**src/rtl/mco_pkg.sv**
```systemverilog
// Shared types, constants and the control program of the circle outline sequencer.
package mco_pkg;

    localparam int CRD_W      = 13;
    localparam int PNT_W      = 14;
    localparam int RAD_W      = 4;
    localparam int GRID_W     = 13;
    localparam int OFS_W      = 6;
    localparam int ERR_W      = 8;
    localparam int ITER_W     = 3;
    localparam int STEP_W     = 4;
    localparam int IN_TDATA_W  = 32;
    localparam int OUT_TDATA_W = 32;
    localparam int CFG_ADDR_W = 1;
    localparam int MAX_RADIUS_DEF = 10;

    localparam logic [CFG_ADDR_W-1:0] REG_GRID_WIDTH  = 1'b0;
    localparam logic [CFG_ADDR_W-1:0] REG_GRID_HEIGHT = 1'b1;
    localparam logic [GRID_W-1:0]     GRID_RESET      = 13'd256;

    localparam logic [STEP_W-1:0] STEP_WAIT  = 4'd0;
    localparam logic [STEP_W-1:0] STEP_CHECK = 4'd1;
    localparam logic [STEP_W-1:0] STEP_LOOP  = 4'd2;

    typedef enum logic [1:0] {
        JMP_NEXT,
        JMP_WAIT_IN,
        JMP_SKIP,
        JMP_LOOP
    } jmp_t;

    typedef struct packed {
        logic load;
        logic emit;
        logic update;
        logic swap;
        logic neg_u;
        logic neg_v;
        jmp_t jmp;
    } ctrl_t;

    typedef struct packed {
        logic in_fire;
        logic out_free;
        logic skip;
        logic more;
    } stat_t;

    function automatic ctrl_t rom_word(input logic [STEP_W-1:0] step);
        ctrl_t w;
        w = '{load: 1'b0, emit: 1'b0, update: 1'b0, swap: 1'b0,
              neg_u: 1'b0, neg_v: 1'b0, jmp: JMP_NEXT};
        unique case (step)
            4'd0: begin w.load = 1'b1; w.jmp = JMP_WAIT_IN; end
            4'd1: begin w.jmp = JMP_SKIP; end
            4'd2: begin w.emit = 1'b1; w.neg_v = 1'b1; end
            4'd3: begin w.emit = 1'b1; end
            4'd4: begin w.emit = 1'b1; w.neg_u = 1'b1; w.neg_v = 1'b1; end
            4'd5: begin w.emit = 1'b1; w.neg_u = 1'b1; end
            4'd6: begin w.emit = 1'b1; w.swap = 1'b1; w.neg_v = 1'b1; end
            4'd7: begin w.emit = 1'b1; w.swap = 1'b1; end
            4'd8: begin
                w.emit = 1'b1; w.swap = 1'b1; w.neg_u = 1'b1; w.neg_v = 1'b1;
            end
            4'd9: begin
                w.emit = 1'b1; w.swap = 1'b1; w.neg_u = 1'b1;
                w.update = 1'b1; w.jmp = JMP_LOOP;
            end
            default: begin w.jmp = JMP_LOOP; end
        endcase
        return w;
    endfunction

endpackage

```
**src/rtl/mco_seq.sv**
```systemverilog
// Step counter and control store of the circle outline sequencer.
module mco_seq
    import mco_pkg::*;
(
    input  logic  aclk,
    input  logic  aresetn,
    input  stat_t stat,
    output ctrl_t ctrl
);

    logic [STEP_W-1:0] step_reg;
    logic [STEP_W-1:0] step_next;

    assign ctrl = rom_word(step_reg);

    always_comb begin
        step_next = step_reg;
        unique case (ctrl.jmp)
            JMP_NEXT: begin
                if (!ctrl.emit || stat.out_free) begin
                    step_next = step_reg + 1'b1;
                end
            end
            JMP_WAIT_IN: begin
                if (stat.in_fire) begin
                    step_next = STEP_CHECK;
                end
            end
            JMP_SKIP: begin
                step_next = stat.skip ? STEP_WAIT : STEP_LOOP;
            end
            JMP_LOOP: begin
                if (!ctrl.emit || stat.out_free) begin
                    step_next = stat.more ? STEP_LOOP : STEP_WAIT;
                end
            end
            default: step_next = STEP_WAIT;
        endcase
    end

    always_ff @(posedge aclk) begin
        if (!aresetn) begin
            step_reg <= STEP_WAIT;
        end else begin
            step_reg <= step_next;
        end
    end

endmodule

```
**src/rtl/mco_dp.sv**
```systemverilog
// Datapath: grid registers, midpoint error terms and the output register.
module mco_dp
    import mco_pkg::*;
#(
    parameter int MAX_RADIUS = MAX_RADIUS_DEF
) (
    input  logic                     aclk,
    input  logic                     aresetn,
    input  ctrl_t                    ctrl,
    output stat_t                    stat,
    input  logic                     cfg_we,
    input  logic [CFG_ADDR_W-1:0]    cfg_addr,
    input  logic [GRID_W-1:0]        cfg_wdata,
    input  logic                     in_valid,
    input  logic signed [CRD_W-1:0]  center_x,
    input  logic signed [CRD_W-1:0]  center_y,
    input  logic [RAD_W-1:0]         circle_radius,
    input  logic                     over_ui,
    output logic                     out_valid,
    input  logic                     out_ready,
    output logic signed [PNT_W-1:0]  point_x,
    output logic signed [PNT_W-1:0]  point_y,
    output logic                     last
);

    localparam logic [RAD_W-1:0] RAD_MAX = RAD_W'(MAX_RADIUS);

    logic [GRID_W-1:0] grid_w_reg, grid_h_reg;
    logic signed [CRD_W-1:0] cx_reg, cy_reg;
    logic signed [OFS_W-1:0] x_reg, y_reg;
    logic signed [ERR_W-1:0] err_reg, tx_reg, ty_reg, diam_reg;
    logic [ITER_W-1:0] iter_reg;
    logic skip_reg;
    logic out_valid_reg;
    logic signed [PNT_W-1:0] px_reg, py_reg;
    logic last_reg;

    logic [RAD_W-1:0] r_sat;
    logic signed [OFS_W-1:0] nx, ny, u_sel, v_sel, u_off, v_off;
    logic signed [ERR_W-1:0] e1, nerr, ntx, nty;
    logic out_free;
    logic in_skip;

    assign r_sat = (circle_radius > RAD_MAX) ? RAD_MAX : circle_radius;
    assign in_skip = over_ui || center_x[CRD_W-1] || center_y[CRD_W-1]
        || ({1'b0, center_x[CRD_W-2:0]} >= grid_w_reg)
        || ({1'b0, center_y[CRD_W-2:0]} >= grid_h_reg);

    always_comb begin
        nx   = x_reg;
        ny   = y_reg;
        ntx  = tx_reg;
        nty  = ty_reg;
        e1   = err_reg;
        if (err_reg <= 0) begin
            ny  = y_reg + 6'sd1;
            e1  = err_reg + ty_reg;
            nty = ty_reg + 8'sd2;
        end
        nerr = e1;
        if (e1 > 0) begin
            nx   = x_reg - 6'sd1;
            ntx  = tx_reg + 8'sd2;
            nerr = e1 + ntx - diam_reg;
        end
    end

    assign out_free = !out_valid_reg || out_ready;
    assign u_sel = ctrl.swap ? y_reg : x_reg;
    assign v_sel = ctrl.swap ? x_reg : y_reg;
    assign u_off = ctrl.neg_u ? -u_sel : u_sel;
    assign v_off = ctrl.neg_v ? -v_sel : v_sel;

    assign stat.in_fire  = ctrl.load && in_valid;
    assign stat.out_free = out_free;
    assign stat.skip     = skip_reg || (x_reg < y_reg);
    assign stat.more     = (nx >= ny) && (iter_reg != {ITER_W{1'b1}});

    always_ff @(posedge aclk) begin
        if (!aresetn) begin
            grid_w_reg    <= GRID_RESET;
            grid_h_reg    <= GRID_RESET;
            out_valid_reg <= 1'b0;
        end else begin
            if (cfg_we) begin
                unique case (cfg_addr)
                    REG_GRID_WIDTH:  grid_w_reg <= cfg_wdata;
                    REG_GRID_HEIGHT: grid_h_reg <= cfg_wdata;
                    default: ;
                endcase
            end
            if (ctrl.emit && out_free) begin
                out_valid_reg <= 1'b1;
            end else if (out_ready) begin
                out_valid_reg <= 1'b0;
            end
        end
    end

    always_ff @(posedge aclk) begin
        if (stat.in_fire) begin
            cx_reg   <= center_x;
            cy_reg   <= center_y;
            skip_reg <= in_skip;
            x_reg    <= OFS_W'({2'b00, r_sat}) - 1'sd1;
            y_reg    <= '0;
            tx_reg   <= 8'sd1;
            ty_reg   <= 8'sd1;
            diam_reg <= ERR_W'({r_sat, 1'b0});
            err_reg  <= 8'sd1 - ERR_W'({r_sat, 1'b0});
            iter_reg <= '0;
        end else if (ctrl.update && out_free) begin
            x_reg    <= nx;
            y_reg    <= ny;
            tx_reg   <= ntx;
            ty_reg   <= nty;
            err_reg  <= nerr;
            iter_reg <= iter_reg + 1'b1;
        end
        if (ctrl.emit && out_free) begin
            px_reg   <= PNT_W'(cx_reg) + PNT_W'(u_off);
            py_reg   <= PNT_W'(cy_reg) + PNT_W'(v_off);
            last_reg <= ctrl.update && !stat.more;
        end
    end

    assign out_valid = out_valid_reg;
    assign point_x   = px_reg;
    assign point_y   = py_reg;
    assign last      = last_reg;

endmodule

```
**src/rtl/midpoint_circle_outline.sv**
```systemverilog
// Top level of the midpoint circle outline generator.
// One request yields up to 64 outline points, one per cycle while the sink takes them:
// a circle of radius r runs at most eight iterations of eight points each, after the
// request is loaded and checked; the last emit step returns straight to the wait step.
// The step counter walks a ten-word control program; each emit step fills the single
// output register. Requests with the over-UI flag, a center off the grid or radius zero
// give no points.
module midpoint_circle_outline
    import mco_pkg::*;
#(
    parameter int MAX_RADIUS = MAX_RADIUS_DEF
) (
    input  logic                    aclk,
    input  logic                    aresetn,
    input  logic                    cfg_we,
    input  logic [CFG_ADDR_W-1:0]   cfg_addr,
    input  logic [GRID_W-1:0]       cfg_wdata,
    input  logic                    s_tvalid,
    output logic                    s_tready,
    // center_x[12:0], center_y[25:13], circle_radius[29:26], over_ui[30], zero[31]
    input  logic [IN_TDATA_W-1:0]   s_tdata,
    output logic                    m_tvalid,
    input  logic                    m_tready,
    // point_x[13:0], point_y[27:14], zero[31:28]
    output logic [OUT_TDATA_W-1:0]  m_tdata,
    output logic                    m_tlast
);

    ctrl_t ctrl;
    stat_t stat;
    logic signed [PNT_W-1:0] point_x, point_y;

    mco_seq u_seq (
        .aclk    (aclk),
        .aresetn (aresetn),
        .stat    (stat),
        .ctrl    (ctrl)
    );

    mco_dp #(
        .MAX_RADIUS (MAX_RADIUS)
    ) u_dp (
        .aclk          (aclk),
        .aresetn       (aresetn),
        .ctrl          (ctrl),
        .stat          (stat),
        .cfg_we        (cfg_we),
        .cfg_addr      (cfg_addr),
        .cfg_wdata     (cfg_wdata),
        .in_valid      (s_tvalid),
        .center_x      (s_tdata[12:0]),
        .center_y      (s_tdata[25:13]),
        .circle_radius (s_tdata[29:26]),
        .over_ui       (s_tdata[30]),
        .out_valid     (m_tvalid),
        .out_ready     (m_tready),
        .point_x       (point_x),
        .point_y       (point_y),
        .last          (m_tlast)
    );

    assign s_tready = ctrl.load;
    assign m_tdata  = {4'b0000, point_y, point_x};

endmodule

```
**config.mk**
```make
export PLATFORM = sky130hd
export DESIGN_NAME = midpoint_circle_outline
export DESIGN_NICKNAME = d
export VERILOG_FILES = /design/src/rtl/mco_pkg.sv /design/src/rtl/mco_seq.sv /design/src/rtl/mco_dp.sv /design/src/rtl/midpoint_circle_outline.sv
export SDC_FILE = /design/constraint.sdc
export NUM_CORES = 1
export LEC_CHECK = 0
export ABC_AREA = 1
export BUFFER_PORTS_ARGS = -buffer_cell sky130_fd_sc_hd__buf_2
export CORE_ASPECT_RATIO = 1.25
export CORE_MARGIN = 2
export CORE_UTILIZATION = 65
export CTS_CLUSTER_SIZE = 10
export DETAILED_ROUTE_END_ITERATION = 10
export PLACE_DENSITY = 0.87
export SYNTH_ARGS = -nofsm -noshare
export SYNTH_HDL_FRONTEND = slang
export SYNTH_SLANG_ARGS = --single-unit
```
**constraint.sdc**
```tcl
create_clock -name aclk -period 6.55 [get_ports aclk]
set_input_delay 0.3275 -clock aclk [delete_from_list [all_inputs] [get_ports aclk]]
set_output_delay 0.3275 -clock aclk [all_outputs]
set_load 0.005 [all_outputs]
```
# == Word-level counts from Yosys, hierarchy flattened ==
# Index checks and enable logic that the tools add are counted.
# classes
n_addsub,15
order_cmp,7
eq_ne,16
mux,28
bitwise,1
reduce_logical,29
# op_table
cell,count
6-bit two-way mux,8
8-bit two-way mux,4
13-bit by 6-bit adder with 14-bit output,2
12-bit by 13-bit greater-or-equal comparator with 1-bit output,2
8-bit by 3-bit adder with 8-bit output (second input constant),2
8-bit adder,2
4-bit by 3-bit equality test with 1-bit output (second input constant),4
4-bit two-way mux,4
4-bit case mux with 4 select lines,1
6-bit negation,2
4-bit OR reduction,3
4-bit by 2-bit equality test with 1-bit output (second input constant),2
4-bit equality test (second input constant),2
8-bit by 1-bit greater-than comparator with 1-bit output (second input constant),1
8-bit by 1-bit <= comparator with 1-bit output (second input constant),1
1-bit two-way mux,8
2-bit AND reduction,4
8-bit OR reduction,1
8-bit by 6-bit subtractor with 8-bit output,1
1-bit logical OR,7
7-bit OR reduction,1
6-bit by 2-bit adder with 6-bit output (second input constant),1
6-bit greater-or-equal comparator,1
6-bit less-than comparator,1
other kinds (21),31
# word_totals
register_bits,130
output_inout_bits,35
elab_cells,113

# == Depth between registers and ports, before layout ==
# Gate-level depths: netlist of the first run.
# depth
word_depth,9
mapped_depth,26

# == Cells and area by module ==
# From an unflattened synthesis of the first run, not the netlist that was laid out.
# hier_totals
cells_unflattened,1048
hier_area_um2,8608.3
# by_module_without_submodules
mod,instances,cells_each,area_each_um2,seq_area_each_um2
mco_dp,1,952,8007.7,3223.1
mco_seq,1,91,566.8,80.1
midpoint_circle_outline,1,5,33.8,0.0

# == Worst setup path before layout of the first run ==
# No wires, ideal clock.
# synth_path
kind,reg2reg
startpoint,reg u_seq.step_reg[0]
endpoint,reg u_dp.py_reg[12] (netlist: u_dp.point_y[12]) (data pin)
arrival_time_ps,3181
t_required_ps,6288
path_slack_ps,3106
path_stages_with_launch,22
path_buffers,1
path_cell_list,dfxtp_1 -> inv_1 -> ha_1 -> inv_1 -> nand2_1 -> nand2_1 -> nand2_2 -> buf_4 -> nand2_1 -> o21ai_0 -> nand3_1 -> o21ai_1 -> xnor2_1 -> ha_1 -> a21oi_1 -> o21ai_0 -> a21oi_1 -> o21ai_0 -> nand2_1 -> nand2_1 -> a21oi_1 -> xor2_1
# synth_via
elab_chain_cells,7
# synth_lines
element,line_no,rtl
"start, declared",mco_seq.sv:11,logic [STEP_W-1:0] step_reg;
"start signal, assigned",mco_seq.sv:45,step_reg <= step_next;
4-bit by 3-bit equality test with 1-bit output or 4-bit equality test (tied branches),mco_pkg.sv:53,unique case (step)
4-bit OR reduction (no source line),--,
1-bit two-way mux,mco_pkg.sv:53,
6-bit two-way mux,mco_dp.sv:70,assign v_sel = ctrl.swap ? x_reg : y_reg;
6-bit negation,mco_dp.sv:72,assign v_off = ctrl.neg_v ? -v_sel : v_sel;
6-bit two-way mux (*),mco_dp.sv:72,
13-bit by 6-bit adder with 14-bit output (*),mco_dp.sv:122,py_reg <= PNT_W'(cy_reg) + PNT_W'(v_off);
"end signal, assigned",mco_dp.sv:122,
"end, declared",mco_dp.sv:35,"logic signed [PNT_W-1:0] px_reg, py_reg;"
# Mark *: on every way between the ends. The rest lies on a longest branch, timed or not.
# A chain may end at the register's enable or synchronous reset.

# == Worst setup path in the final report of the first run ==
# Ends and elaborated chain as after synthesis.

==> results of run 1 <==
## cell type report
class                   instances  area, sq um  share of cell area, %
well taps                     168          210                   2.20
clock inverters                14          155                   1.62
flip-flops and latches        128         3300                   34.6
inverters                     155          582                   6.09
multi-input cells             713         4470                   46.7
repair buffers                 82          415                   4.34
clock buffers                  18          429                   4.49
## worst paths after layout
| check | start | endpoint | slack (ns) | cells past startpoint |
|---|---|---|---|---|
| worst max-delay path | u_seq.step_reg[0] | u_dp.point_y[12] | 2.13 | 19 |
| worst min-delay path | s_tdata[15] | u_dp.cy_reg[2] | 0.1 | 1 |
| worst max register to register | u_seq.step_reg[0] | u_dp.point_y[12] | 2.13 | 19 |
| worst min register to register | u_dp.grid_h_reg[5] | u_dp.grid_h_reg[5] | 0.46 | 2 |
## kinds of logic (layout without fill, tap and decap cells)
family	count (synthesis)	in the layout
and+or+nand+nor	377	377
AOI/OAI and AO/OA	185	185
buffers and inverters	176	269
DFF	128	128
adders and majority gates	96	96
xor gates and xnor gates	51	51
other	1	4
## cell usage after synthesis, drive strengths merged, types with 2 or more instances
library cell,n,area share (%)
nand2,200,9.4
inv,154,6.8
ha,89,13
a21oi,88,5.2
edfxtp,74,26
nor2,74,4.0
o21ai,72,4.3
nand3,65,4.4
dfxtp,54,13
xor2,33,3.4
xnor2,18,1.9
buf,14,1.2
nand4,14,1.0
nor3,10,0.65
clkbuf,7,0.31
fa,7,1.7
nand3b,6,0.53
o22ai,5,0.37
o21a,4,0.35
a211oi,3,0.27
o211ai,3,0.27
or2,3,0.22
a21boi,2,0.18
a31oi,2,0.15
nor3b,2,0.18
nor4,2,0.22
## routing by layer
| layer | vias to the layer above | part of all wire, % | track usage (%) |
|---|---|---|---|
| li1 | 3549 | - | - |
| met1 | 3281 | 38 | 29.9 |
| met2 | 257 | 51 | 49.7 |
| met3 | 82 | 5.3 | 4.81 |
| met4 | 0 | 5.3 | 18.8 |
| met5 | - | 0 | 0 |
## metrics by stage
step | cells | util (%) | setup slack [ns]
finish | 1278 | 75.2 | 2.13
global placement | 1246 | 70.6 | 2.50
global route | 1278 | 75.2 | 1.75
detailed placement | 1246 | 70.6 | 2.42
floorplan | 1017 | - | 3.11
CTS | 1278 | 75.2 | 2.20
## power groups by stage
stage | registers [mW] | logic, mW | clock network (mW)
detailed placement | 1.20 | 1.92 | 0
global placement | 1.20 | 1.86 | 0
finish | 1.19 | 1.96 | 0.944
floorplan | 1.19 | 1.53 | 0
CTS | 1.19 | 1.95 | 0.945
global route | 1.20 | 2.22 | 0.972
==> key figures, run 1 <==
Run status
  • Outcome: completed

Global routing
  • Largest net degree at the start of global routing: 46
  • First-pass GRT wire length: 30900 microns
  • Gr ovfl total: 0
  • Number of global-route vias before repair: ~6900
  • Total GRT Usage: between 20% and 30%
  • Initial antenna violation count: 0

Yosys
  • Synth Register Bits: around 130
  • Post-synthesis cell area: between 8000 and 9000 sq um
  • Post-synthesis mux area share: 0%
  • EDFF count, synth: 74
  • Post-synthesis simple-gate area fraction: 20.7%
  • Largest family of logic cells by synthesized area: simple AND/OR/NAND/NOR gates
  • Post-synthesis adder-cell area fraction: 14.8%
  • Top_reg_cell synth: edfxtp_1
  • Post-synthesis compound-gate area fraction: 11.8%
  • Register area share after synthesis: between 30% and 40%
  • Synth Area per Inst: 8.35 sq um
  • Post-Syn Instances: 1014
  • Ys Warns: 0
  • Synth unique cells: 52
  • Async S/R FF share, synth: 0%
  • Synth Area in XOR/XNOR: 5.28%

CTS
  • CTS tree: done
  • H-Tree Depth: 4
  • Clock Path Buffers: 2
  • Post-CTS Setup Inserts: 0
  • CTS buffer count: 17
  • Clock Latency Late Sink: 0.43 ns
  • CTS Hold Bufs: 0
  • Clock sink total: 128
  • CTS Root Buffer Type: clkbuf_16
  • Clock transition at path regs: about 0.06 ns
  • Cts repair resizes: 0

Placed design
  • Port bufs: 80
  • RePlAce Congestion: between 0.9 and 1
  • DPL Wire Length: between 10000 and 15000 microns
  • Post-DP Area: around 9000 sq um

Routing
  • Drt initial violations: 399
  • Drc violations: 0
  • DR vias/cell: approximately 5.6
  • Via count: between 7000 and 8000
  • Final WL: approximately 19000 microns
  • Routed len/inst: approximately 15 microns
  • Routed Antenna Nets: 0
  • 1st-pass router iterations: 5

Worst setup path
  • CP Buf/Inv Count: 2
  • Crit-path max cell delay: around 0.48 ns
  • Type of origin of the critical path: flip-flop
  • CP dominant cell by count: nand2_1
  • Worst-path maximum fanout: 25
  • CP Capture Type: flip-flop
  • Kind of critical path: flip-flop to flip-flop
  • Crit-path slowest cell: o21ai_0
  • Required time worst endpoint: just under 7 ns
  • Delay-heaviest family, CP: compound AO/OA/AOI/OAI gates
  • CP Cell Sequence: inv_1 > ha_1 > inv_1 > nand2_1 > nand2_1 > nand2_2 > o21ai_0 > nand3_1 > o21ai_1 > xnor2_1 > ha_1 > a21oi_1 > o21ai_0 > a21oi_1 > o21ai_0 > nand2_1 > nand2_1 > a21oi_1 > xor2_1
  • CP arrival: around 4.6 ns

Worst hold path
  • HP Class: input pin to flip-flop

Floorplanning
  • Core area: around 13000 sq um
  • Chip height: about 130 microns
  • Die width: 106 microns
  • Die ar.: 14000 sq um
  • Initial core utilization: 66.5%
  • Row count: 46
  • Number of I/O pins: 86

STA
  • RSZ-0062 raised after global routing: no
  • Slew margin rel.: between 40% and 50%
  • Post-layout min period: roughly 4.4 ns
  • Min Hold Slack: about 0.099 ns
  • Clock Skews: about 0.0085 ns
  • Achievable Freq: approximately 230 MHz
  • Final period util: around two thirds
  • Setup TNS: 0 ns
  • Hold Fails Final Rpt: 0
  • Slew Viols, Final: 0
  • Final setup viols: 0
  • Measured slew at the worst slew-check pin: around 0.86 ns

Power
  • Switching Share: approximately 41%
  • Sequential power share: between 20 and 30%
  • Net Sw Power: roughly 1.7 mW
  • Pwr/cell area: between 400 and 500 nW/um^2
  • Power share of the clock group: 23.1%
  • Max VDD drop: 0.362 mV
  • Logic gate share of total power: roughly 48%
  • Power, Total: just over 4 mW
  • Leakage: about 4.5 nW
  • P_int: approximately 2.4 mW

Flow run
  • Max Cap Viol: 0

Final layout
  • Most common cell after layout, fill and taps aside: nand2_1
  • Fillers: about 900
  • # diodes: 0
  • Fraction of layout cells with a size suffix above 1: 14.4%
  • Final instance area: about 9600 sq um
  • Commonest cells after routing, fill and taps aside: nand2_1 (188), inv_1 (147), ha_1 (89), a21oi_1 (87), buf_2 (80)
  • Area growth syn-to-layout: 13.0%
  • Nets: about 1200
Power figures use the tool's default switching activity.
==> run 2, diff against run 1 <==
Settings changed: CORE_UTILIZATION 65 to 60, PLACE_DENSITY 0.87 to 0.81.
Clock period 6.55 ns to 4.6 ns, I/O delays scaled along.
==> run 2 against run 1 <==
Compared with the run above:
- clock power grew 41%
- highest routed layer unchanged
- global-route usage fell by 0.54 points
- first-iteration DRC count is 23% higher
- utilization fell by 5.7 points
- total power is 43% higher
- register-to-register slack worse by 1.6 ns
- non-clock buffer count rose by 5
- combinational power increased by 44%
- critical endpoint is now u_dp.point_y[11]
- fmax up 7.6%
==> key figures, run 2 (same netlist as run 1, synthesis figures left out) <==
Floorplanning
  • Chip height: 137 microns (+4.0%)
  • Number of I/O pins: 86 (unchanged)
  • Die width: 110 microns (+3.9%)
  • Die ar.: 15100 sq um (+8.0%)
  • Row count: 48 (+4.3%)
  • Core area: 13800 sq um (+8.6%)
  • Initial core utilization: 61.3% (-5.3 points)

CTS
  • Cts repair resizes: 0 (unchanged)
  • Post-CTS Setup Inserts: 0 (unchanged)
  • CTS tree: done
  • H-Tree Depth: 4 (unchanged)
  • CTS Root Buffer Type: clkbuf_16
  • CTS buffer count: 17 (unchanged)
  • Clock sink total: 128 (unchanged)
  • Clock transition at path regs: 0.06 ns (about the same)
  • Clock Latency Late Sink: 0.43 ns (about the same)
  • Clock Path Buffers: 2 (unchanged)

Global routing
  • First-pass GRT wire length: 31900 microns (+3.1%)
  • Largest net degree at the start of global routing: 46 (unchanged)
  • Number of global-route vias before repair: 6792 (-1.0%)
  • Initial antenna violation count: 0 (unchanged)
  • Gr ovfl total: 0 (unchanged)
  • Total GRT Usage: 27.4% (-0.54 points)

Routing
  • DR vias/cell: 5.56 (-0.94%)
  • Final WL: 19400 microns (+1.1%)
  • Via count: 7163 (-0.084%)
  • Routed Antenna Nets: 0 (unchanged)
  • Drc violations: 0 (unchanged)
  • Drt initial violations: 490 (+23%)
  • Routed len/inst: 15.1 microns (+0.28%)
  • 1st-pass router iterations: 5 (unchanged)

Final layout
  • Final instance area: 9600 sq um (+0.38%)
  • Commonest cells after routing, fill and taps aside: nand2_1 (188), inv_1 (147), ha_1 (89), a21oi_1 (87), buf_2 (80)
  • Fraction of layout cells with a size suffix above 1: 14.5% (+0.13 points)
  • Nets: 1249 (+0.40%)
  • # diodes: 0 (unchanged)
  • Most common cell after layout, fill and taps aside: nand2_1
  • Area growth syn-to-layout: 13.4%
  • Fin util: 69.5% (-5.7 points)

Worst setup path
  • CP Capture Type: flip-flop
  • Kind of critical path: flip-flop to flip-flop
  • Worst-path maximum fanout: 25 (unchanged)
  • Required time worst endpoint: 4.78 ns (-1.95 ns)
  • Type of origin of the critical path: flip-flop
  • CP arrival: 4.29 ns (-0.31 ns)

Placed design
  • Post-DP Area: 9010 sq um (+0.35%)
  • DPL Wire Length: 14200 microns (+1.1%)
  • Port bufs: 80 (unchanged)
  • Post-place setup slack: 0.603 ns (-1.82 ns)
  • RePlAce Congestion: 0.902 (-2.4%)

Run status
  • Outcome: completed

STA
  • Setup TNS: 0 ns (unchanged)
  • Final setup viols: 0 (unchanged)
  • Slew margin rel.: 40.4% (-1.9 points)
  • Achievable Freq: 243 MHz (+7.6%)
  • Post-layout min period: 4.11 ns (-0.311 ns)
  • Measured slew at the worst slew-check pin: 0.889 ns (+0.0291 ns)
  • Clock Skews: 0.00927 ns (+0.000745 ns)
  • RSZ-0062 raised after global routing: no
  • Hold Fails Final Rpt: 0 (unchanged)
  • Final period util: 89.4% (+22 points)
  • Slew Viols, Final: 0 (unchanged)
  • Slack of the critical path: 0.489 ns (-1.64 ns)

Power
  • Power, Total: 5.85 mW (+43%)
  • Max VDD drop: 0.523 mV (+45%)
  • Leakage: 4.46 nW (+0.30%)
  • Pwr/cell area: 610 nW/um^2 (+43%)

Flow run
  • Max Cap Viol: 0 (unchanged)

Worst hold path
  • HP Class: input pin to flip-flop
==> run 2: cell types whose count changed in the layout (fill, tap and decap cells not counted) <==
cell / before / now
buf_4: 2 / 5
clkinv_2: 1 / 3
dlygate4sd3_1: 0 / 2
clkinvlp_4: 2 / 4
inv_6: 6 / 2
clkinvlp_2: 1 / 0
==> run 2: path summary, 6_finish.rpt <==
path                 startpoint                 end  slack, ns  cells past startpoint
max           u_seq.step_reg[0]    u_dp.point_y[11]       0.49                     17
min                 s_tdata[15]      u_dp.cy_reg[2]      0.006                      1
max reg2reg   u_seq.step_reg[0]    u_dp.point_y[11]       0.49                     17
min reg2reg  u_dp.grid_h_reg[4]  u_dp.grid_h_reg[4]       0.46                      2
==> run 2: cell type report <==
type	count	area, sq um
inverters	155	582
repair buffers	87	458
flip-flops and latches	128	3300
multi-input cells	713	4470
clock buffers	18	429
well taps	175	219
clock inverters	13	140
fillers	1104	4220
==> run 2: stage by stage <==
stage,hold WS [ns],std cells
2_1_floorplan,0.329,1017
3_3_place_gp,0.432,1256
3_5_place_dp,0.431,1256
4_1_cts,0.00311,1289
5_1_grt,0.00442,1289
6_report,0.00590,1289
==> run 2: critical path, stage by stage (launching register included) <==
cell and delay [ns]:
dfxtp_1 0.42, inv_1 0.12, ha_1 0.25, o21ai_1 0.23
nand2_2 0.28, nand2_1 0.14, o21a_1 0.21, ha_1 0.20
a31oi_1 0.10, xnor2_1 0.42, ha_1 0.39, a21oi_1 0.19
o21ai_0 0.12, a21oi_1 0.26, o21ai_0 0.20, nand3_1 0.11
nand2_1 0.08, xor2_1 0.15
==> run 2: what timing repair did <==
action | in CTS | in global routing
hold endpoints to repair | 2 | 0
endpoints found under the setup margin | 0 | 0
hold buffers | 2 | 0
==> run 2: power breakdown <==
group | internal, mW | switching [mW]
Sequential | 1.58 | 0.120
Combinational | 1.05 | 1.77
Clock | 0.795 | 0.540
Total | 3.43 | 2.43
==> run 2: routing by layer <==
| metal | global-route usage (%) | routed length [microns] |
|---|---|---|
| met1 | 31.1 | 7860 |
| met3 | 4.19 | 895 |
| met4 | 12.1 | 624 |
| met2 | 50.1 | 10100 |
| met5 | 0 | 0 |
